--- config.mk ---
export PLATFORM = sky130hd
export DESIGN_NAME = chsc_pid_lane
export DESIGN_NICKNAME = d
export VERILOG_FILES = /design/src/hdl/chsc_pkg.sv /design/src/hdl/chsc_pid_lane.sv
export SDC_FILE = /design/constraint.sdc
export NUM_CORES = 2
export LEC_CHECK = 0
export BUFFER_PORTS_ARGS = -buffer_cell sky130_fd_sc_hd__buf_4
export CORE_ASPECT_RATIO = 1.25
export CORE_MARGIN = 1.5
export CORE_UTILIZATION = 60
export DETAILED_ROUTE_END_ITERATION = 6
export PLACE_DENSITY = 0.77
export SLEW_MARGIN = 15
export SYNTH_ARGS = -nofsm -noshare
export SYNTH_HDL_FRONTEND = slang
export SYNTH_SLANG_ARGS = --single-unit
--- constraint.sdc ---
create_clock -name clk -period 18.4 [get_ports clk]
set_input_delay 0 -clock clk [delete_from_list [all_inputs] [get_ports clk]]
set_output_delay 0 -clock clk [all_outputs]
set_load 0.01 [all_outputs]
--- src/hdl/chsc_pkg.sv ---
// ----------------------------------------------------------------------------
// chsc_pkg: shared types and constants of the chassis speed controller
// Field widths, word layouts, register codes, reset values and the
// control structs that pass between the stages.
// ----------------------------------------------------------------------------
package chsc_pkg;

  localparam int WHEEL_COUNT            = 4;
  localparam int DEF_GAIN_FRACTION_BITS = 12;

  // field widths
  localparam int STICK_W      = 11;
  localparam int SW_W         = 2;
  localparam int FB_W         = 16;
  localparam int AGE_W        = 16;
  localparam int CUR_W        = 16;
  localparam int SERVO_W      = 10;

  // register widths
  localparam int GAIN_W       = 20;
  localparam int LIMIT_W      = 15;
  localparam int DEADBAND_W   = 10;
  localparam int STICK_GAIN_W = 4;
  localparam int SPEED_W      = 14;
  localparam int CFG_W        = 20;
  localparam int CFG_IDX_W    = 3;

  // internal widths
  localparam int VEL_W  = 16;                // shaped vx, vy, vw
  localparam int ERR_W  = 18;                // wheel target and error
  localparam int DERR_W = ERR_W + 1;         // error difference
  localparam int P_W    = GAIN_W + 1 + ERR_W;
  localparam int D_W    = GAIN_W + 1 + DERR_W;

  // input word layout, lowest bit first
  localparam int OFS_FWD  = 0;
  localparam int OFS_STR  = OFS_FWD + STICK_W;
  localparam int OFS_ROT  = OFS_STR + STICK_W;
  localparam int OFS_RSW  = OFS_ROT + STICK_W;
  localparam int OFS_LSW  = OFS_RSW + SW_W;
  localparam int OFS_FB   = OFS_LSW + SW_W;
  localparam int OFS_RAGE = OFS_FB + WHEEL_COUNT * FB_W;
  localparam int OFS_MAGE = OFS_RAGE + AGE_W;
  localparam int IN_BITS  = OFS_MAGE + AGE_W;
  localparam int IN_TDATA_W = ((IN_BITS + 7) / 8) * 8;

  // output word layout, lowest bit first
  localparam int OFS_SERVO   = WHEEL_COUNT * CUR_W;
  localparam int OFS_BLOCKED = OFS_SERVO + SERVO_W;
  localparam int OUT_BITS    = OFS_BLOCKED + 1;
  localparam int OUT_TDATA_W = ((OUT_BITS + 7) / 8) * 8;

  typedef enum logic [CFG_IDX_W-1:0] {
    REG_PROP_GAIN      = 3'd0,
    REG_INTEGRAL_GAIN  = 3'd1,
    REG_DERIV_GAIN     = 3'd2,
    REG_OUTPUT_LIMIT   = 3'd3,
    REG_INTEGRAL_LIMIT = 3'd4,
    REG_STICK_DEADBAND = 3'd5,
    REG_STICK_GAIN     = 3'd6,
    REG_SPEED_LIMIT    = 3'd7
  } cfg_reg_t;

  localparam logic [GAIN_W-1:0]       RST_PROP_GAIN      = 20'd61440;
  localparam logic [GAIN_W-1:0]       RST_INTEGRAL_GAIN  = 20'd410;
  localparam logic [GAIN_W-1:0]       RST_DERIV_GAIN     = 20'd0;
  localparam logic [LIMIT_W-1:0]      RST_OUTPUT_LIMIT   = 15'd5000;
  localparam logic [LIMIT_W-1:0]      RST_INTEGRAL_LIMIT = 15'd3000;
  localparam logic [DEADBAND_W-1:0]   RST_STICK_DEADBAND = 10'd30;
  localparam logic [STICK_GAIN_W-1:0] RST_STICK_GAIN     = 4'd7;
  localparam logic [SPEED_W-1:0]      RST_SPEED_LIMIT    = 14'd7000;

  localparam logic [SW_W-1:0]  SW_UP   = 2'd1;
  localparam logic [SW_W-1:0]  SW_DOWN = 2'd2;

  localparam logic [AGE_W-1:0] REMOTE_TIMEOUT_MS = 16'd100;
  localparam logic [AGE_W-1:0] MOTOR_TIMEOUT_MS  = 16'd50;

  localparam logic [SERVO_W-1:0] SERVO_MIN   = 10'd550;
  localparam logic [SERVO_W-1:0] SERVO_MAX   = 10'd740;
  localparam logic [SERVO_W-1:0] SERVO_RESET = 10'd700;

  // inverse kinematics: bit i set means lane i takes the term negated;
  // vw enters every lane negated
  localparam logic [WHEEL_COUNT-1:0] LANE_VX_NEG = 4'b0110;
  localparam logic [WHEEL_COUNT-1:0] LANE_VY_NEG = 4'b0011;

  typedef struct packed {
    logic [DEADBAND_W-1:0]   deadband;
    logic [STICK_GAIN_W-1:0] stick_gain;
    logic [SPEED_W-1:0]      speed_limit;
  } shape_cfg_t;

  typedef struct packed {
    logic [GAIN_W-1:0]  kp;
    logic [GAIN_W-1:0]  ki;
    logic [GAIN_W-1:0]  kd;
    logic [LIMIT_W-1:0] out_limit;
    logic [LIMIT_W-1:0] int_limit;
  } pid_cfg_t;

  typedef struct packed {
    logic signed [VEL_W-1:0]        vx;
    logic signed [VEL_W-1:0]        vy;
    logic signed [VEL_W-1:0]        vw;
    logic [WHEEL_COUNT-1:0][FB_W-1:0] fb;
    logic [SERVO_W-1:0]             servo;
    logic                           blocked;
  } shape_t;

  // per-stage load strobes of the lane pipeline
  typedef struct packed {
    logic s2;
    logic s3;
    logic s4;
    logic s5;
  } lane_load_t;

endpackage

--- src/hdl/chsc_pid_lane.sv ---
// ----------------------------------------------------------------------------
// chsc_pid_lane: one wheel's target and PID pipeline
// Target and error, gain products, clamped integral, clamped sum.
// ----------------------------------------------------------------------------
module chsc_pid_lane
  import chsc_pkg::*;
#(
  parameter int GAIN_FRACTION_BITS = DEF_GAIN_FRACTION_BITS,
  parameter int LANE               = 0
)
(
  input  logic                                      clk,
  input  logic                                      rst,
  input  lane_load_t                                load,
  input  logic signed [VEL_W-1:0]                   vx,
  input  logic signed [VEL_W-1:0]                   vy,
  input  logic signed [VEL_W-1:0]                   vw,
  input  logic signed [FB_W-1:0]                    fb,
  input  pid_cfg_t                                  cfg,
  output logic signed [CUR_W+GAIN_FRACTION_BITS-1:0] sum
);

  localparam int F      = GAIN_FRACTION_BITS;
  localparam int SUM_W  = CUR_W + F;
  localparam int ISUM_W = CUR_W + F;
  localparam int ACC_W  = ((P_W > ISUM_W) ? P_W : ISUM_W) + 1;
  localparam int PD_W   = ((P_W > D_W) ? P_W : D_W) + 1;
  localparam int TOT_W  = ((PD_W > ISUM_W) ? PD_W : ISUM_W) + 1;

  // stage 2: error
  logic signed [ERR_W-1:0] tx, ty, tgt, err;
  logic signed [ERR_W-1:0] e2, pe2, prev_e;

  // stage 3: products
  logic signed [DERR_W-1:0] de;
  logic signed [P_W-1:0]    p3, i3;
  logic signed [D_W-1:0]    d3;

  // stage 4: integral
  logic signed [ACC_W-1:0]  isum_add, ilim;
  logic signed [ISUM_W-1:0] isum, isum_next, isum4;
  logic signed [PD_W-1:0]   pd4;

  // stage 5: total
  logic signed [TOT_W-1:0]  tot, olim;
  logic signed [SUM_W-1:0]  sum_next;

  assign tx  = LANE_VX_NEG[LANE] ? -ERR_W'(vx) : ERR_W'(vx);
  assign ty  = LANE_VY_NEG[LANE] ? -ERR_W'(vy) : ERR_W'(vy);
  assign tgt = tx + ty - ERR_W'(vw);
  assign err = tgt - ERR_W'(fb);

  always_ff @(posedge clk) begin
    if (rst) begin
      prev_e <= '0;
    end else if (load.s2) begin
      prev_e <= err;
    end
  end

  always_ff @(posedge clk) begin
    if (load.s2) begin
      e2  <= err;
      pe2 <= prev_e;
    end
  end

  assign de = DERR_W'(e2) - DERR_W'(pe2);

  always_ff @(posedge clk) begin
    if (load.s3) begin
      p3 <= $signed({1'b0, cfg.kp}) * e2;
      i3 <= $signed({1'b0, cfg.ki}) * e2;
      d3 <= $signed({1'b0, cfg.kd}) * de;
    end
  end

  assign isum_add = ACC_W'(isum) + ACC_W'(i3);
  assign ilim     = $signed(ACC_W'({cfg.int_limit, F'(0)}));

  always_comb begin
    if (isum_add > ilim) begin
      isum_next = ISUM_W'(ilim);
    end else if (isum_add < -ilim) begin
      isum_next = ISUM_W'(-ilim);
    end else begin
      isum_next = ISUM_W'(isum_add);
    end
  end

  always_ff @(posedge clk) begin
    if (rst) begin
      isum <= '0;
    end else if (load.s4) begin
      isum <= isum_next;
    end
  end

  always_ff @(posedge clk) begin
    if (load.s4) begin
      isum4 <= isum_next;
      pd4   <= PD_W'(p3) + PD_W'(d3);
    end
  end

  assign tot  = TOT_W'(pd4) + TOT_W'(isum4);
  assign olim = $signed(TOT_W'({cfg.out_limit, F'(0)}));

  always_comb begin
    if (tot > olim) begin
      sum_next = SUM_W'(olim);
    end else if (tot < -olim) begin
      sum_next = SUM_W'(-olim);
    end else begin
      sum_next = SUM_W'(tot);
    end
  end

  always_ff @(posedge clk) begin
    if (load.s5) begin
      sum <= sum_next;
    end
  end

endmodule

==> reports/qor.txt <==
yosys warns -> 0
Slew headroom -> 22.5%
Syn Inst Count -> 6426
Initial Util -> 60.4%
slew of the pin with the lowest slew margin -> 1.15 ns
hpwl dp -> 114000 um
final worst-path cycle share -> 60.1%
FF-to-FF End -> d3[39]
Setup-failing EPs final -> 0
path length in cells of the critical path -> 38
antenna-violating nets left -> 0
initial antenna violation count -> 6
CTS max path bufs -> 3
unrepaired setup endpoints after global routing -> no
Core Box Area -> 0.0971 mm^2
Max Clk Rate -> 90.4 MHz
pin count of the biggest net entering global routing -> 77
1st-pass router iterations -> 6
distinct cell type count after synthesis -> 91
CTS Buf Count -> 35
TritonCTS Sinks -> 297
vias per cell -> 5.76
gpl congestion -> 0.940
Synthesized Nets -> 8188
CP max-delay cell -> or3_1
Critical Path AT -> 11.36 ns
path depth of the worst reg2reg path -> 38
Worst Hold Depth -> 1
EDFF count, synth -> 251
status -> complete, no violations
register bit total from synthesis -> 297
Layout Utilization -> 64.3%
Seq/Total Area, Yosys -> 14.4%
Critical Path Most Common Cell -> fa_1
share of cells above drive strength 1 -> 5.45%
DIE AREA -> 0.0996 mm^2
clock latency on the worst-skew pair -> 0.57 ns
CP Max Fanout -> 41
Area Overhead vs Synth -> 6.54%
Synth Flop Type -> edfxtp_1
post-synth top area cell -> fa_1
I/O Pins -> 188
Worst Setup EP -> d3[39]
fin nets -> 8211
R2R Path Start -> e2[0]
CTS tree -> built
via count of the first global-routing pass -> 47500
H-Tree Depth -> 2
Starting DRT DRC Count -> 3130
grt ovf -> 0
most frequent cell after synthesis -> inv_1
CP Class -> flip-flop to flip-flop
Wirelength per Cell -> 18.4 um
CP max stage delay -> 0.63 ns
worst path bufs/invs -> 7
Tmin final -> 11.06 ns
pre-CTS setup slack -> 7.40 ns
ys async rst share -> 0%
Synth area leaders -> fa_1, ha_1, edfxtp_1
Fin. Hold Viols -> 0
post-synthesis cell area -> 0.0586 mm^2
Worst-path clk slew -> 0.06 ns
DRC errors left -> 0
PortBufs -> 187
Worst Clk Skew -> 0.0319 ns
max-cap violations -> 0
vias -> 44800
row count -> 128
kind of end point of the critical path -> flip-flop
final WL -> 143000 um
Slew Viols, Final -> 0
Setup crit start -> e2[0]
Die W -> 283 um
critical path data required time -> 18.70 ns
Fin Setup TNS -> 0 ns
commonest cells in the synthesized netlist -> inv_1, fa_1, nand2_1
chip height -> 352 um
Root Driver -> clkbuf_16
R2R setup slack -> 7.34 ns
Top delay family on crit path -> adder cells
average instance area after synthesis -> 9.12 um^2
first-pass GRT wire length -> 237000 um
Worst Hold Class -> primary input to flip-flop
Tot GR Track Use -> 29.7%
Synth top area share -> 31.4%
PnR worst setup slack -> 7.34 ns
critical path startpoint category -> flip-flop
==> sequential cells by signal (all words and copies together), names as in the netlist <==
register	cells
pd4	41
d3	40
i3	39
p3	39
isum4	28
isum	28
sum	28
e2	18
pe2	18
prev_e	18
==> layer usage <==
layer	wire length, um	GRT usage, %
met5	0	0
met4	6850	13.2
met3	8330	3.27
met2	71900	51.5
met1	55800	37.1
==> worst min path at each step <==
stage / to / slack (ns) / from
final: e2[13] / 0.04 / load[3]
after global routing: d3[0] / 0.04 / cfg[30]
after CTS: e2[13] / 0.03 / load[3]
after detailed placement: isum[22] / 0.36 / cfg[10]
after global placement: isum[15] / 0.35 / cfg[3]
after floorplan: d3[0] / 0.11 / load[2]
==> worst reg2reg max path: cells and delay by family, from the launching register on <==
family / cells / cell delay [ns]
AOI/OAI and AO/OA: 15 / 4.00
and+or+nand+nor: 6 / 1.46
DFF: 1 / 0.33
adders and majority gates: 10 / 4.31
buffers and inverters: 7 / 0.71
==> metrics by stage <==
| stage | hold WS [ns] | std cells | cell area, um^2 |
|---|---|---|---|
| after floorplan | 0.112 | 6426 | 58600 |
| after global placement | 0.348 | 7669 | 60800 |
| after detailed placement | 0.360 | 7669 | 60800 |
| after CTS | 0.0279 | 7776 | 62400 |
| after global routing | 0.0408 | 7782 | 62400 |
| final | 0.0410 | 7783 | 62400 |
==> final cells by class <==
type | count | area, um^2
antenna | 7 | 17.5
clock buffer | 45 | 965
clock inverter | 19 | 183
fill | 8009 | 34600
inverter | 1171 | 4400
multi-input combinational | 4673 | 44600
sequential | 297 | 8460
tap | 1300 | 1630
timing repair buffer | 271 | 2140
==> repair_timing <==
item | 4_1_cts | 5_1_grt
endpoints found under the setup margin | 0 | 0
setup buffers | 0 | 0
resized for setup | 0 | 0
hold endpoints to repair | 135 | 0
hold buffers | 43 | 0
==> cell usage in the layout, fill, tap and decap left out, drive strengths merged, types with 33 or more instances in the layout <==
cell	n
a21o	128
a21oi	248
and2	349
and3	60
buf	228
clkbuf	45
dfxtp	46
dlygate4sd3	43
edfxtp	251
fa	918
ha	684
inv	1176
mux2i	39
nand2	843
nand2b	92
nand3	74
nand4	33
nor2	216
nor2b	69
nor3	82
o21a	39
o21ai	162
o21bai	33
xnor2	176
xor2	65
==> cell families (layout without fill, tap and decap cells) <==
family          count (synthesis)  in the layout  share of synthesized area, %
simple gates                 1918           1918                          15.8
fa+ha+maj                    1602           1602                          46.0
buf+inv                      1456           1506                          9.48
compound gates                863            863                          9.83
flops                         297            297                          14.4
xor+xnor                      241            241                          3.60
mux                            49             49                         0.858
other cells                     0              7                             0
Power is not shown: default switching activity piles up to over one toggle a cycle in this logic, so the estimate is an artifact.
