`src/hdl/chsc_pkg.sv`:
```
// ----------------------------------------------------------------------------
// chsc_pkg: shared types and constants of the chassis speed controller
// Field widths, word layouts, register codes, reset values and the
// control structs that pass between the stages.
// ----------------------------------------------------------------------------
package chsc_pkg;

  localparam int WHEEL_COUNT            = 4;
  localparam int DEF_GAIN_FRACTION_BITS = 12;

  // field widths
  localparam int STICK_W      = 11;
  localparam int SW_W         = 2;
  localparam int FB_W         = 16;
  localparam int AGE_W        = 16;
  localparam int CUR_W        = 16;
  localparam int SERVO_W      = 10;

  // register widths
  localparam int GAIN_W       = 20;
  localparam int LIMIT_W      = 15;
  localparam int DEADBAND_W   = 10;
  localparam int STICK_GAIN_W = 4;
  localparam int SPEED_W      = 14;
  localparam int CFG_W        = 20;
  localparam int CFG_IDX_W    = 3;

  // internal widths
  localparam int VEL_W  = 16;                // shaped vx, vy, vw
  localparam int ERR_W  = 18;                // wheel target and error
  localparam int DERR_W = ERR_W + 1;         // error difference
  localparam int P_W    = GAIN_W + 1 + ERR_W;
  localparam int D_W    = GAIN_W + 1 + DERR_W;

  // input word layout, lowest bit first
  localparam int OFS_FWD  = 0;
  localparam int OFS_STR  = OFS_FWD + STICK_W;
  localparam int OFS_ROT  = OFS_STR + STICK_W;
  localparam int OFS_RSW  = OFS_ROT + STICK_W;
  localparam int OFS_LSW  = OFS_RSW + SW_W;
  localparam int OFS_FB   = OFS_LSW + SW_W;
  localparam int OFS_RAGE = OFS_FB + WHEEL_COUNT * FB_W;
  localparam int OFS_MAGE = OFS_RAGE + AGE_W;
  localparam int IN_BITS  = OFS_MAGE + AGE_W;
  localparam int IN_TDATA_W = ((IN_BITS + 7) / 8) * 8;

  // output word layout, lowest bit first
  localparam int OFS_SERVO   = WHEEL_COUNT * CUR_W;
  localparam int OFS_BLOCKED = OFS_SERVO + SERVO_W;
  localparam int OUT_BITS    = OFS_BLOCKED + 1;
  localparam int OUT_TDATA_W = ((OUT_BITS + 7) / 8) * 8;

  typedef enum logic [CFG_IDX_W-1:0] {
    REG_PROP_GAIN      = 3'd0,
    REG_INTEGRAL_GAIN  = 3'd1,
    REG_DERIV_GAIN     = 3'd2,
    REG_OUTPUT_LIMIT   = 3'd3,
    REG_INTEGRAL_LIMIT = 3'd4,
    REG_STICK_DEADBAND = 3'd5,
    REG_STICK_GAIN     = 3'd6,
    REG_SPEED_LIMIT    = 3'd7
  } cfg_reg_t;

  localparam logic [GAIN_W-1:0]       RST_PROP_GAIN      = 20'd61440;
  localparam logic [GAIN_W-1:0]       RST_INTEGRAL_GAIN  = 20'd410;
  localparam logic [GAIN_W-1:0]       RST_DERIV_GAIN     = 20'd0;
  localparam logic [LIMIT_W-1:0]      RST_OUTPUT_LIMIT   = 15'd5000;
  localparam logic [LIMIT_W-1:0]      RST_INTEGRAL_LIMIT = 15'd3000;
  localparam logic [DEADBAND_W-1:0]   RST_STICK_DEADBAND = 10'd30;
  localparam logic [STICK_GAIN_W-1:0] RST_STICK_GAIN     = 4'd7;
  localparam logic [SPEED_W-1:0]      RST_SPEED_LIMIT    = 14'd7000;

  localparam logic [SW_W-1:0]  SW_UP   = 2'd1;
  localparam logic [SW_W-1:0]  SW_DOWN = 2'd2;

  localparam logic [AGE_W-1:0] REMOTE_TIMEOUT_MS = 16'd100;
  localparam logic [AGE_W-1:0] MOTOR_TIMEOUT_MS  = 16'd50;

  localparam logic [SERVO_W-1:0] SERVO_MIN   = 10'd550;
  localparam logic [SERVO_W-1:0] SERVO_MAX   = 10'd740;
  localparam logic [SERVO_W-1:0] SERVO_RESET = 10'd700;

  // inverse kinematics: bit i set means lane i takes the term negated;
  // vw enters every lane negated
  localparam logic [WHEEL_COUNT-1:0] LANE_VX_NEG = 4'b0110;
  localparam logic [WHEEL_COUNT-1:0] LANE_VY_NEG = 4'b0011;

  typedef struct packed {
    logic [DEADBAND_W-1:0]   deadband;
    logic [STICK_GAIN_W-1:0] stick_gain;
    logic [SPEED_W-1:0]      speed_limit;
  } shape_cfg_t;

  typedef struct packed {
    logic [GAIN_W-1:0]  kp;
    logic [GAIN_W-1:0]  ki;
    logic [GAIN_W-1:0]  kd;
    logic [LIMIT_W-1:0] out_limit;
    logic [LIMIT_W-1:0] int_limit;
  } pid_cfg_t;

  typedef struct packed {
    logic signed [VEL_W-1:0]        vx;
    logic signed [VEL_W-1:0]        vy;
    logic signed [VEL_W-1:0]        vw;
    logic [WHEEL_COUNT-1:0][FB_W-1:0] fb;
    logic [SERVO_W-1:0]             servo;
    logic                           blocked;
  } shape_t;

  // per-stage load strobes of the lane pipeline
  typedef struct packed {
    logic s2;
    logic s3;
    logic s4;
    logic s5;
  } lane_load_t;

endpackage

```
`src/hdl/chsc_merge.sv`:
```
// ----------------------------------------------------------------------------
// chsc_merge: result word assembly and output register
// Scales the four lane sums back to whole units, rounding toward zero,
// and packs them with the servo pulse and the blocked flag.
// ----------------------------------------------------------------------------
module chsc_merge
  import chsc_pkg::*;
#(
  parameter int GAIN_FRACTION_BITS = DEF_GAIN_FRACTION_BITS
)
(
  input  logic                                                clk,
  input  logic                                                rst,
  input  logic                                                in_valid,
  input  logic [WHEEL_COUNT-1:0][CUR_W+GAIN_FRACTION_BITS-1:0] lane_sum,
  input  logic [SERVO_W-1:0]                                  servo,
  input  logic                                                blocked,
  output logic                                                in_ready,
  output logic                                                m_tvalid,
  input  logic                                                m_tready,
  output logic [OUT_TDATA_W-1:0]                              m_tdata
);

  localparam int F     = GAIN_FRACTION_BITS;
  localparam int SUM_W = CUR_W + F;

  logic [WHEEL_COUNT-1:0][CUR_W-1:0] cur;

  // bias negative sums by 2^F-1 so the shift truncates toward zero
  always_comb begin
    for (int w = 0; w < WHEEL_COUNT; w++) begin
      logic signed [SUM_W:0] biased;
      biased = $signed((SUM_W+1)'($signed(lane_sum[w])));
      if (lane_sum[w][SUM_W-1]) begin
        biased = biased + $signed((SUM_W+1)'({F{1'b1}}));
      end
      cur[w] = CUR_W'(biased >>> F);
    end
  end

  assign in_ready = !m_tvalid || m_tready;

  always_ff @(posedge clk) begin
    if (rst) begin
      m_tvalid <= 1'b0;
    end else if (in_ready) begin
      m_tvalid <= in_valid;
    end
  end

  always_ff @(posedge clk) begin
    if (in_ready && in_valid) begin
      m_tdata <= {(OUT_TDATA_W-OUT_BITS)'(0), blocked, servo, cur};
    end
  end

endmodule

```
`config.mk`:
```
export PLATFORM = sky130hd
export DESIGN_NAME = chsc_merge
export DESIGN_NICKNAME = d
export VERILOG_FILES = /design/src/hdl/chsc_pkg.sv /design/src/hdl/chsc_merge.sv
export SDC_FILE = /design/constraint.sdc
export NUM_CORES = 1
export LEC_CHECK = 0
export BUFFER_PORTS_ARGS = -buffer_cell sky130_fd_sc_hd__buf_2
export CAP_MARGIN = 20
export CORE_MARGIN = 8
export CORE_UTILIZATION = 45
export CTS_CLUSTER_SIZE = 10
export DETAILED_ROUTE_END_ITERATION = 10
export PLACE_DENSITY = 0.81
export SLEW_MARGIN = 10
export SYNTH_ARGS = -nofsm -noshare
export SYNTH_HDL_FRONTEND = slang
export SYNTH_SLANG_ARGS = --single-unit
```
`constraint.sdc`:
```
create_clock -name clk -period 3.3 [get_ports clk]
set_clock_uncertainty 0.15 [all_clocks]
set_input_delay 0.495 -clock clk [delete_from_list [all_inputs] [get_ports clk]]
set_output_delay 0.495 -clock clk [all_outputs]
set_load 0.01 [all_outputs]
```
==> results of run 1 <==
-- critical path: stages --
cell	delay, ns
buf_2	0.09
nor4_1	0.27
nand3_1	0.46
and4_1	0.43
xor2_1	0.15
-- state kept, by name, summed over array words and instances, names as in the netlist --
register  flops
m_tdata      75
m_tvalid      1
-- placed cells by master (no fill, tap or decap), drive strengths merged, types with 8 or more instances in the layout --
cell | synthesis | layout
nand4 | 20 | 20
nand2 | 19 | 19
xor2 | 13 | 13
and3 | 13 | 13
clkbuf | 1 | 9
edfxtp | 75 | 75
xnor2 | 47 | 47
buf | 10 | 203
nor2 | 8 | 8
nor4 | 16 | 16
nand3 | 36 | 36
-- layer usage --
layer / track usage [%] / share of wire [%]
met1: 18.2 / 37
met3: 4.55 / 7.8
met4: 9.42 / 2.8
met2: 29.5 / 52
met5: 0 / 0
-- cell type report --
class	count	area, µm²
clock buffers	9	124
multi-input cells	200	1440
clock inverters	7	98.8
flip-flops and latches	76	2270
fillers	685	3110
well taps	105	131
inverters	5	18.8
diodes	1	2.50
repair buffers	203	1020
-- power groups by stage --
stage | Sequential, mW | Clock [mW] | Combinational (mW)
finish | 1.15 | 0.780 | 0.313
CTS | 1.15 | 0.796 | 0.315
global route | 1.15 | 0.846 | 0.338
global placement | 1.17 | 0 | 0.305
detailed placement | 1.17 | 0 | 0.315
floorplan | 1.21 | 0 | 0.0988
-- worst min path at each step --
| stage | from | end | slack, ns | cells past startpoint |
|---|---|---|---|---|
| after floorplan | rst | m_tvalid | 0.41 | 1 |
| after global placement | m_tvalid | m_tvalid | 0.35 | 2 |
| after detailed placement | m_tvalid | m_tvalid | 0.37 | 2 |
| after CTS | rst | m_tvalid | 0.12 | 2 |
| after global routing | rst | m_tvalid | 0.13 | 2 |
| final | rst | m_tvalid | 0.14 | 2 |
-- logic make-up after synthesis --
| family | share of synthesized area [%] |
|---|---|
| other | 0.0988 |
| buffers and inverters | 2.60 |
| AOI/OAI and AO/OA | 1.58 |
| xor gates and xnor gates | 13.8 |
| DFF | 59.8 |
| and+or+nand+nor | 22.0 |
-- through the flow --
step	area (µm²)	utilization, %	power, mW	cells
floorplan	3810	-	1.31	292
global placement	4880	59.4	1.47	589
detailed placement	4880	59.4	1.49	589
CTS	5100	62.1	2.26	605
global route	5110	62.2	2.34	606
finish	5110	62.2	2.24	606
==> results.py, run 1 <==
metrics = {
    "pwr": {
        "p_leak_nw": 2.08,
        "pwr-share-seq_pct": 51.2,
        "clkPwrFrac_pct": 34.8,
        "cellPowerDensity_nw_per_um2": 439,
        "p_sw_share_pct": 24.1,
        "power_switching_uw": 540,
        "p_comb_share_pct": 13.9,
        "p_int_mw": 1.70,
        "peakVddDrop_mv": 0.267,
    },
    "sta": {
        "hold_violations": 0,
        "fin_crit_ns": 1.96,
        "fin_ws_ns": 1.34,
        "fin_tns_setup_ns": 0,
        "slew_headroom_pct": 36.9,
        "worst_slew_pin_slew_ns": 0.947,
        "whs_ns": 0.141,
        "timing.final.crit_share_pct": 59.3,
        "clock.fmax_mhz": 511,
        "setup_viol": 0,
        "slew_violations": 0,
        "grt_setup_unrepaired": "no",
    },
    "clocking": {
        "cts_resized": 0,
        "postCtsHoldBufs": 0,
        "h-tree-depth": 3,
        "cts_made_buffers": 9,
        "root_buffer": "clkbuf_8",
        "cts_num_sinks": 76,
        "clockBufferDepth": 2,
        "cts_tree": "done",
        "post-cts-setup-buffers": 0,
        "clk_latency_ns": 0.34,
        "cts.clk_slew.worst_paths_ns": 0.09,
    },
    "setup_path": {
        "endpoint_kind": "register",
        "ff2ff_setup_slack_ns": 1.53,
        "required_ns": 3.25,
        "path_max_fanout": 16,
        "cp.arrival_ns": 1.90,
        "rr_endpoint": "m_tdata[3]",
        "setup.worst_path.end": "m_tdata[18]",
        "reg2reg_depth": 2,
        "critPathKind": "in2reg",
        "start_kind": "primary input",
        "reg2reg_from": "m_tvalid",
        "crit_start": "lane_sum[39]",
    },
    "grt": {
        "grt_max_degree": 76,
        "antenna_found_initial": 1,
        "grt_pass1_vias": 3191,
        "grt_use_total_pct": 16.9,
        "grt_overflow": 0,
        "grt_pass1_wl_um": 15500,
    },
    "floorplan": {
        "core_area_um2": 8220,
        "num_rows": 33,
        "num_io_pins": 209,
        "fp.dieW_um": 108,
        "chipHeight_um": 108,
        "initial_core_util_pct": 46.2,
        "die-area_um2": 11600,
    },
    "route": {
        "routedWlPerCell_um": 16.8,
        "dr.pass1.iters": 4,
        "drt-initial-drc-count": 126,
        "final_antenna_net_count": 0,
        "drc": 0,
        "vias": 3073,
        "viasPerCell": 5.07,
        "routed_wl_um": 10200,
    },
    "logic_synthesis": {
        "synth_top_area_share_pct": 59.3,
        "synth-seq-area-share_pct": 59.8,
        "synth_area_leaders": "edfxtp_1 (59%), xnor2_1 (11%), nand3_1 (4.6%), nor4_2 (4.0%), nand4_1 (3.3%)",
        "synth.distinct_cells": 38,
        "synth_ff_type": "edfxtp_1",
        "synth.most_common_cell": "edfxtp_1",
        "synthCells": 288,
        "synth_area_um2": 3800,
        "yosys_warnings": 0,
        "synth_common_cells": "edfxtp_1 (75), xnor2_1 (47), nand3_1 (35), nand4_1 (20), nand2_1 (19)",
        "synth_edf_count": 75,
        "synth_area_per_cell_um2": 13.2,
        "ys_ff_latch": 76,
        "synth_top_area_cell": "edfxtp_1",
        "async_reset_ff_share_pct": 0,
    },
    "worst_hold_path": {
        "hp-class": "in2reg",
    },
    "placed_design": {
        "hpwl_um": 8420,
        "place_congestion": 0.880,
        "place_ws_ns": 1.00,
        "io_buffer_count": 203,
    },
    "run": {
        "cap_violations": 0,
    },
    "layout": {
        "drive_gt1_share_pct": 48.8,
        "area_delta_synth_final_pct": 34.5,
        "fin_nets": 622,
    },
    "run_status": {
        "status": "finished, final reports clean",
    },
}
Power figures use the tool's default switching activity.
==> inputs of run 2 (changes only) <==
- ABC_AREA: default -> 1
- CORE_UTILIZATION: 45 -> 47
- clock period: 3.3 -> 2 ns (I/O delays scaled with it)
==> run 2 against run 1 <==
Against the previous run: die area is 9.8% higher; combinational power rose by 100%; first-iteration DRC count increased by 72%; synthesized cell count is 86% higher; non-clock buffer count grew 12; routed wire length rose by 19%; highest routed layer unchanged; critical endpoint is now m_tdata[13]; utilization is 1.5 points higher; setup slack got worse by 0.79 ns; via count rose by 39%; sequential share of layout area is 5.7 points lower; clock-buffer cell count is 1 higher; total power grew 62%.
==> results.py, run 2 <==
metrics = {
    "run_status": {
        "status": "finished, final reports clean",
    },
    "sta": {
        "fin_tns_setup_ns": 0,
        "grt_setup_unrepaired": "no",
        "fin_crit_ns": 1.45,
        "timing.final.crit_share_pct": 72.6,
        "clock.fmax_mhz": 689,
        "setup_viol": 0,
        "hold_violations": 0,
        "slew_violations": 0,
        "fin_ws_ns": 0.549,
        "whs_ns": 0.0122,
    },
    "layout": {
        "final_common_cell": "buf_2",
        "area_delta_synth_final_pct": 32.4,
        "fin_area_um2": 5860,
        "top_regs": "m_tdata (75), m_tvalid (1)",
        "drive_gt1_share_pct": 33.6,
        "seqCellArea_um2": 2270,
        "multiInputGateArea_um2": 1780,
        "top_register": "m_tdata",
        "layout.cells.non_filler": 872,
        "antenna_cells": 0,
        "final_util_pct": 63.7,
        "fillers": 784,
        "most-common-layout-cells": "buf_2 (203), nand2_1 (142), inv_1 (75), edfxtp_1 (75), nor2_1 (73)",
        "largest_reg_flops": 75,
        "fin_nets": 883,
    },
    "logic_synthesis": {
        "ys_ff_latch": 76,
        "synth_edf_count": 75,
        "synth_top_family_by_area": "simple AND/OR/NAND/NOR gates",
        "synth_ff_type": "edfxtp_1",
        "synthCells": 535,
        "synthMuxAreaShare_pct": 0,
        "synthAdderAreaFrac_pct": 0,
        "yosys_warnings": 0,
        "synth_area_per_cell_um2": 8.27,
        "synth-simple-area-share_pct": 31.9,
        "synth_compound_area_share_pct": 3.45,
        "synth.distinct_cells": 37,
        "synth_top_area_share_pct": 50.9,
        "synth_area_leaders": "edfxtp_1 (51%), nand2_1 (12%), inv_1 (6.4%), nor2_1 (6.2%), nand3_1 (4.0%)",
        "synth-seq-area-share_pct": 51.3,
        "synth_area_um2": 4430,
        "synth_xor_area_share_pct": 4.13,
        "synth_common_cells": "nand2_1 (142), inv_1 (76), edfxtp_1 (75), nor2_1 (73), nand3_1 (35)",
        "synth.most_common_cell": "nand2_1",
        "async_reset_ff_share_pct": 0,
        "synth_top_area_cell": "edfxtp_1",
    },
    "clocking": {
        "h-tree-depth": 3,
        "cts_tree": "done",
        "cts_num_sinks": 76,
        "post-cts-setup-buffers": 0,
        "clk_latency_ns": 0.34,
        "cts_made_buffers": 9,
        "cts.clk_slew.worst_paths_ns": 0.08,
        "clockBufferDepth": 2,
        "root_buffer": "clkbuf_8",
    },
    "run": {
        "cap_violations": 0,
    },
    "route": {
        "vias": 4260,
        "routedWlPerCell_um": 13.9,
        "viasPerCell": 4.89,
        "drt-initial-drc-count": 217,
        "routed_wl_um": 12200,
        "drc": 0,
        "final_antenna_net_count": 0,
        "dr.pass1.iters": 5,
    },
    "setup_path": {
        "crit_chain": "buf_2 > nor2_1 > and2_1 > nand2_2 > nand2_2 > nor2_2 > nand2_1 > and2_1",
        "cp_slowest_cell": "nor2_2",
        "reg2reg_depth": 2,
        "required_ns": 1.95,
        "endpoint_kind": "register",
        "cp_slowest_stage_delay_ns": 0.32,
        "start_kind": "primary input",
        "path_max_fanout": 11,
        "critPathKind": "in2reg",
        "reg2reg_from": "m_tvalid",
        "ff2ff_setup_slack_ns": 0.60,
        "cp.arrival_ns": 1.40,
        "rr_endpoint": "m_tdata[72]",
    },
    "grt": {
        "grt_use_total_pct": 18.3,
        "antenna_found_initial": 0,
        "grt_pass1_wl_um": 19200,
        "grt_overflow": 0,
        "grt_max_degree": 76,
        "grt_pass1_vias": 4199,
    },
    "pwr": {
        "cellPowerDensity_nw_per_um2": 620,
        "p_leak_nw": 2.87,
        "finalPower_mw": 3.63,
        "peakVddDrop_mv": 0.375,
    },
    "floorplan": {
        "num_io_pins": 209,
        "initial_core_util_pct": 48.1,
        "chipHeight_um": 113,
        "die-area_um2": 12800,
        "num_rows": 35,
        "core_area_um2": 9200,
        "fp.dieW_um": 113,
    },
    "worst_hold_path": {
        "worstHoldStart": "servo[4]",
        "whs_endpoint": "m_tdata[68]",
        "hp-class": "in2reg",
        "min_path_cells": 1,
    },
    "placed_design": {
        "place_congestion": 0.885,
        "place_ws_ns": 0.197,
        "io_buffer_count": 203,
        "dp_cells": 845,
        "hpwl_um": 9770,
        "place_area_um2": 5570,
    },
}
==> run 2: cell types whose count changed after synthesis, moves of 7 or more <==
cell     previous run  this run
xnor2_1            47         8
o21ai_1             0         7
nand2_1            19       142
inv_1               5        76
a21oi_1             1        11
nor2_1              7        73
nor3_1              2         9
and3_1             12         0
inv_2               0        12
nor4_2             12         0
==> run 2: area by class of cell <==
cell class	instances	share of cell area [%]
inverter	91	5.83
clock buffer	10	2.18
clock inverter	6	0.940
sequential	76	38.8
multi-input combinational	363	30.3
timing repair buffer	215	19.6
tap	111	2.37
==> run 2: worst max-delay path by stage <==
stage / cells after the start / slack (ns) / startpoint / end
2_1_floorplan: 1 / -0.19 / m_tvalid / m_tdata[0]
3_3_place_gp: 8 / 0.26 / lane_sum[1] / m_tdata[13]
3_5_place_dp: 8 / 0.20 / lane_sum[1] / m_tdata[13]
4_1_cts: 8 / 0.56 / lane_sum[1] / m_tdata[13]
5_1_grt: 9 / 0.37 / lane_sum[1] / m_tdata[12]
6_report: 8 / 0.55 / lane_sum[1] / m_tdata[13]
==> run 2: worst max-delay path, delay by kind of cell <==
family                 cells  cell delay [ns]
and+or+nand+nor            7             1.02
buffers and inverters      1             0.08
==> run 2: cell families (layout without fill, tap and decap cells) <==
family	count (synthesis)	count (layout)
xor+xnor	20	20
buf+inv	100	322
other cells	1	5
simple gates	310	310
flops	76	76
compound gates	28	28
==> run 2: what timing repair did <==
action | 4_1_cts | 5_1_grt
hold buffers | 11 | 0
gates resized for setup | 0 | 0
setup endpoints to repair | 0 | 0
endpoints found under the hold margin | 11 | 0
==> run 2: metal layers <==
metal  part of all wire, %  wire length (µm)  GRT usage (%)  vias up
li1                      -                 -              -     2165
met1                    42              5050           21.0     1897
met2                    49              5990           32.4      180
met3                   6.9               840           3.89       18
met4                   2.3               278           7.28        0
met5                     0                 0              0        -
==> run 2: power by group <==
group	leakage, nW	switching (mW)	internal (mW)
Sequential	0.733	0.0228	1.87
Clock	0.0911	0.550	0.565
Combinational	2.04	0.374	0.253
Total	2.87	0.946	2.69
==> inputs of run 3 (changes only) <==
- ABC_AREA: 1 -> 0
- CORE_UTILIZATION: 47 -> 45
- clock period: 2 -> 1.5 ns (I/O delays scaled with it)
==> run 3 against run 2 <==
Against the previous run: sequential power is 34% higher; register-to-register slack got worse by 0.42 ns; utilization is 4.8 points higher; first-iteration DRC count decreased by 47%; critical path type unchanged; highest routed layer unchanged.
==> results.py, run 3 (synthesis gave the netlist of run 1 again) <==
metrics = {
    "placed_design": {
        "hpwl_um": 8720,
        "io_buffer_count": 203,
        "place_congestion": 0.859,
        "place_area_um2": 5280,
    },
    "worst_hold_path": {
        "hp-class": "in2reg",
    },
    "floorplan": {
        "initial_core_util_pct": 46.2,
        "fp.dieW_um": 108,
        "core_area_um2": 8220,
        "die-area_um2": 11600,
        "num_io_pins": 209,
        "chipHeight_um": 108,
        "num_rows": 33,
    },
    "setup_path": {
        "required_ns": 1.63,
        "critPathKind": "in2reg",
        "start_kind": "primary input",
        "path_max_fanout": 1,
        "endpoint_kind": "register",
        "cp.arrival_ns": 1.52,
    },
    "clocking": {
        "clk_latency_ns": 0.33,
        "cts_tree": "done",
        "cts.clk_slew.worst_paths_ns": 0.08,
        "clockBufferDepth": 2,
        "h-tree-depth": 3,
        "root_buffer": "clkbuf_8",
        "cts_made_buffers": 9,
        "cts_num_sinks": 76,
        "post-cts-setup-buffers": 0,
    },
    "grt": {
        "grt_pass1_vias": 3609,
        "grt_max_degree": 36,
        "grt_pass1_wl_um": 16600,
        "antenna_found_initial": 0,
        "grt_use_total_pct": 17.8,
        "grt_overflow": 0,
    },
    "layout": {
        "top_regs": "m_tdata (75), m_tvalid (1)",
        "fin_nets": 676,
        "drive_gt1_share_pct": 51.6,
        "largest_reg_flops": 75,
        "fin_area_um2": 5630,
        "top_register": "m_tdata",
        "most-common-layout-cells": "buf_2 (203), edfxtp_1 (75), xnor2_1 (47), buf_4 (37), nand3_1 (35)",
        "final_common_cell": "buf_2",
        "area_delta_synth_final_pct": 48.2,
        "antenna_cells": 0,
    },
    "sta": {
        "clock.fmax_mhz": 718,
        "slew_violations": 0,
        "fin_crit_ns": 1.39,
        "setup_viol": 0,
        "fin_tns_setup_ns": 0,
        "timing.final.crit_share_pct": 92.9,
        "grt_setup_unrepaired": "no",
        "hold_violations": 0,
    },
    "route": {
        "routed_wl_um": 10500,
        "final_antenna_net_count": 0,
        "routedWlPerCell_um": 16.0,
        "drc": 0,
        "vias": 3293,
        "drt-initial-drc-count": 115,
        "viasPerCell": 5.00,
        "dr.pass1.iters": 5,
    },
    "pwr": {
        "finalPower_mw": 5.01,
        "peakVddDrop_mv": 0.513,
        "p_leak_nw": 2.36,
        "cellPowerDensity_nw_per_um2": 890,
    },
    "run": {
        "cap_violations": 0,
    },
    "run_status": {
        "status": "finished, final reports clean",
    },
}
run 3: cell count changes in the layout (fill, tap and decap cells not counted), moves of 7 or more:
| cell | before | now |
|---|---|---|
| a21oi_1 | 10 | 1 |
| and3_1 | 0 | 12 |
| buf_4 | 0 | 37 |
| inv_1 | 75 | 5 |
| inv_2 | 13 | 0 |
| nand2_1 | 142 | 19 |
| nor2_1 | 73 | 7 |
| nor3_1 | 9 | 2 |
| nor4_2 | 0 | 9 |
| o21ai_1 | 7 | 0 |
| xnor2_1 | 8 | 47 |
run 3: worst paths after layout:
check / slack (ns) / end / start / depth (start not counted)
max reg2reg: 0.18 / m_tdata[69] / m_tvalid / 3
max: 0.11 / m_tvalid / rst / 4
min: 0.05 / m_tdata[39] / lane_sum[75] / 2
min reg2reg: 0.61 / m_tdata[2] / m_tvalid / 2
run 3: final cells by class:
| cell class | instances | area, µm² |
|---|---|---|
| fill | 614 | 2590 |
| sequential | 76 | 2270 |
| timing repair buffer | 257 | 1500 |
| multi-input combinational | 200 | 1480 |
| tap | 105 | 131 |
| clock buffer | 10 | 128 |
| clock inverter | 6 | 90.1 |
| inverter | 5 | 18.8 |
run 3: worst max-delay path, stage by stage:
cell and delay, ns:
dlygate4sd3_1 0.53, buf_2 0.12, a21oi_1 0.10, dlygate4sd3_1 0.55
run 3: stage by stage:
step | setup slack, ns | util, % | cells | hold WS (ns)
6_report | 0.107 | 68.5 | 659 | 0.0472
5_1_grt | 0.0683 | 68.5 | 659 | 0.0202
4_1_cts | 0.138 | 68.5 | 659 | 0.0274
3_5_place_dp | -0.167 | 64.2 | 630 | 0.235
3_3_place_gp | -0.121 | 64.2 | 630 | 0.223
2_1_floorplan | -0.0672 | - | 292 | 0.137
run 3: metal layers:
metal	vias up	share of wire [%]	track usage [%]	wire, µm
met2	139	53	33.0	5600
met1	1526	37	17.9	3890
li1	1602	-	-	-
met3	26	7.5	5.03	787
met4	0	2.4	8.23	257
met5	-	0	0	0
run 3: power by group:
| part | leakage [nW] | switching, mW | internal, mW |
|---|---|---|---|
| Sequential | 0.734 | 0.0340 | 2.50 |
| Clock | 0.106 | 0.742 | 0.941 |
| Combinational | 1.52 | 0.409 | 0.387 |
| Total | 2.36 | 1.18 | 3.82 |
run 3: what timing repair did:
item,CTS,global route
endpoints found under the setup margin,0,0
resized for setup,0,0
hold buffers,13,0
hold endpoints to repair,12,0
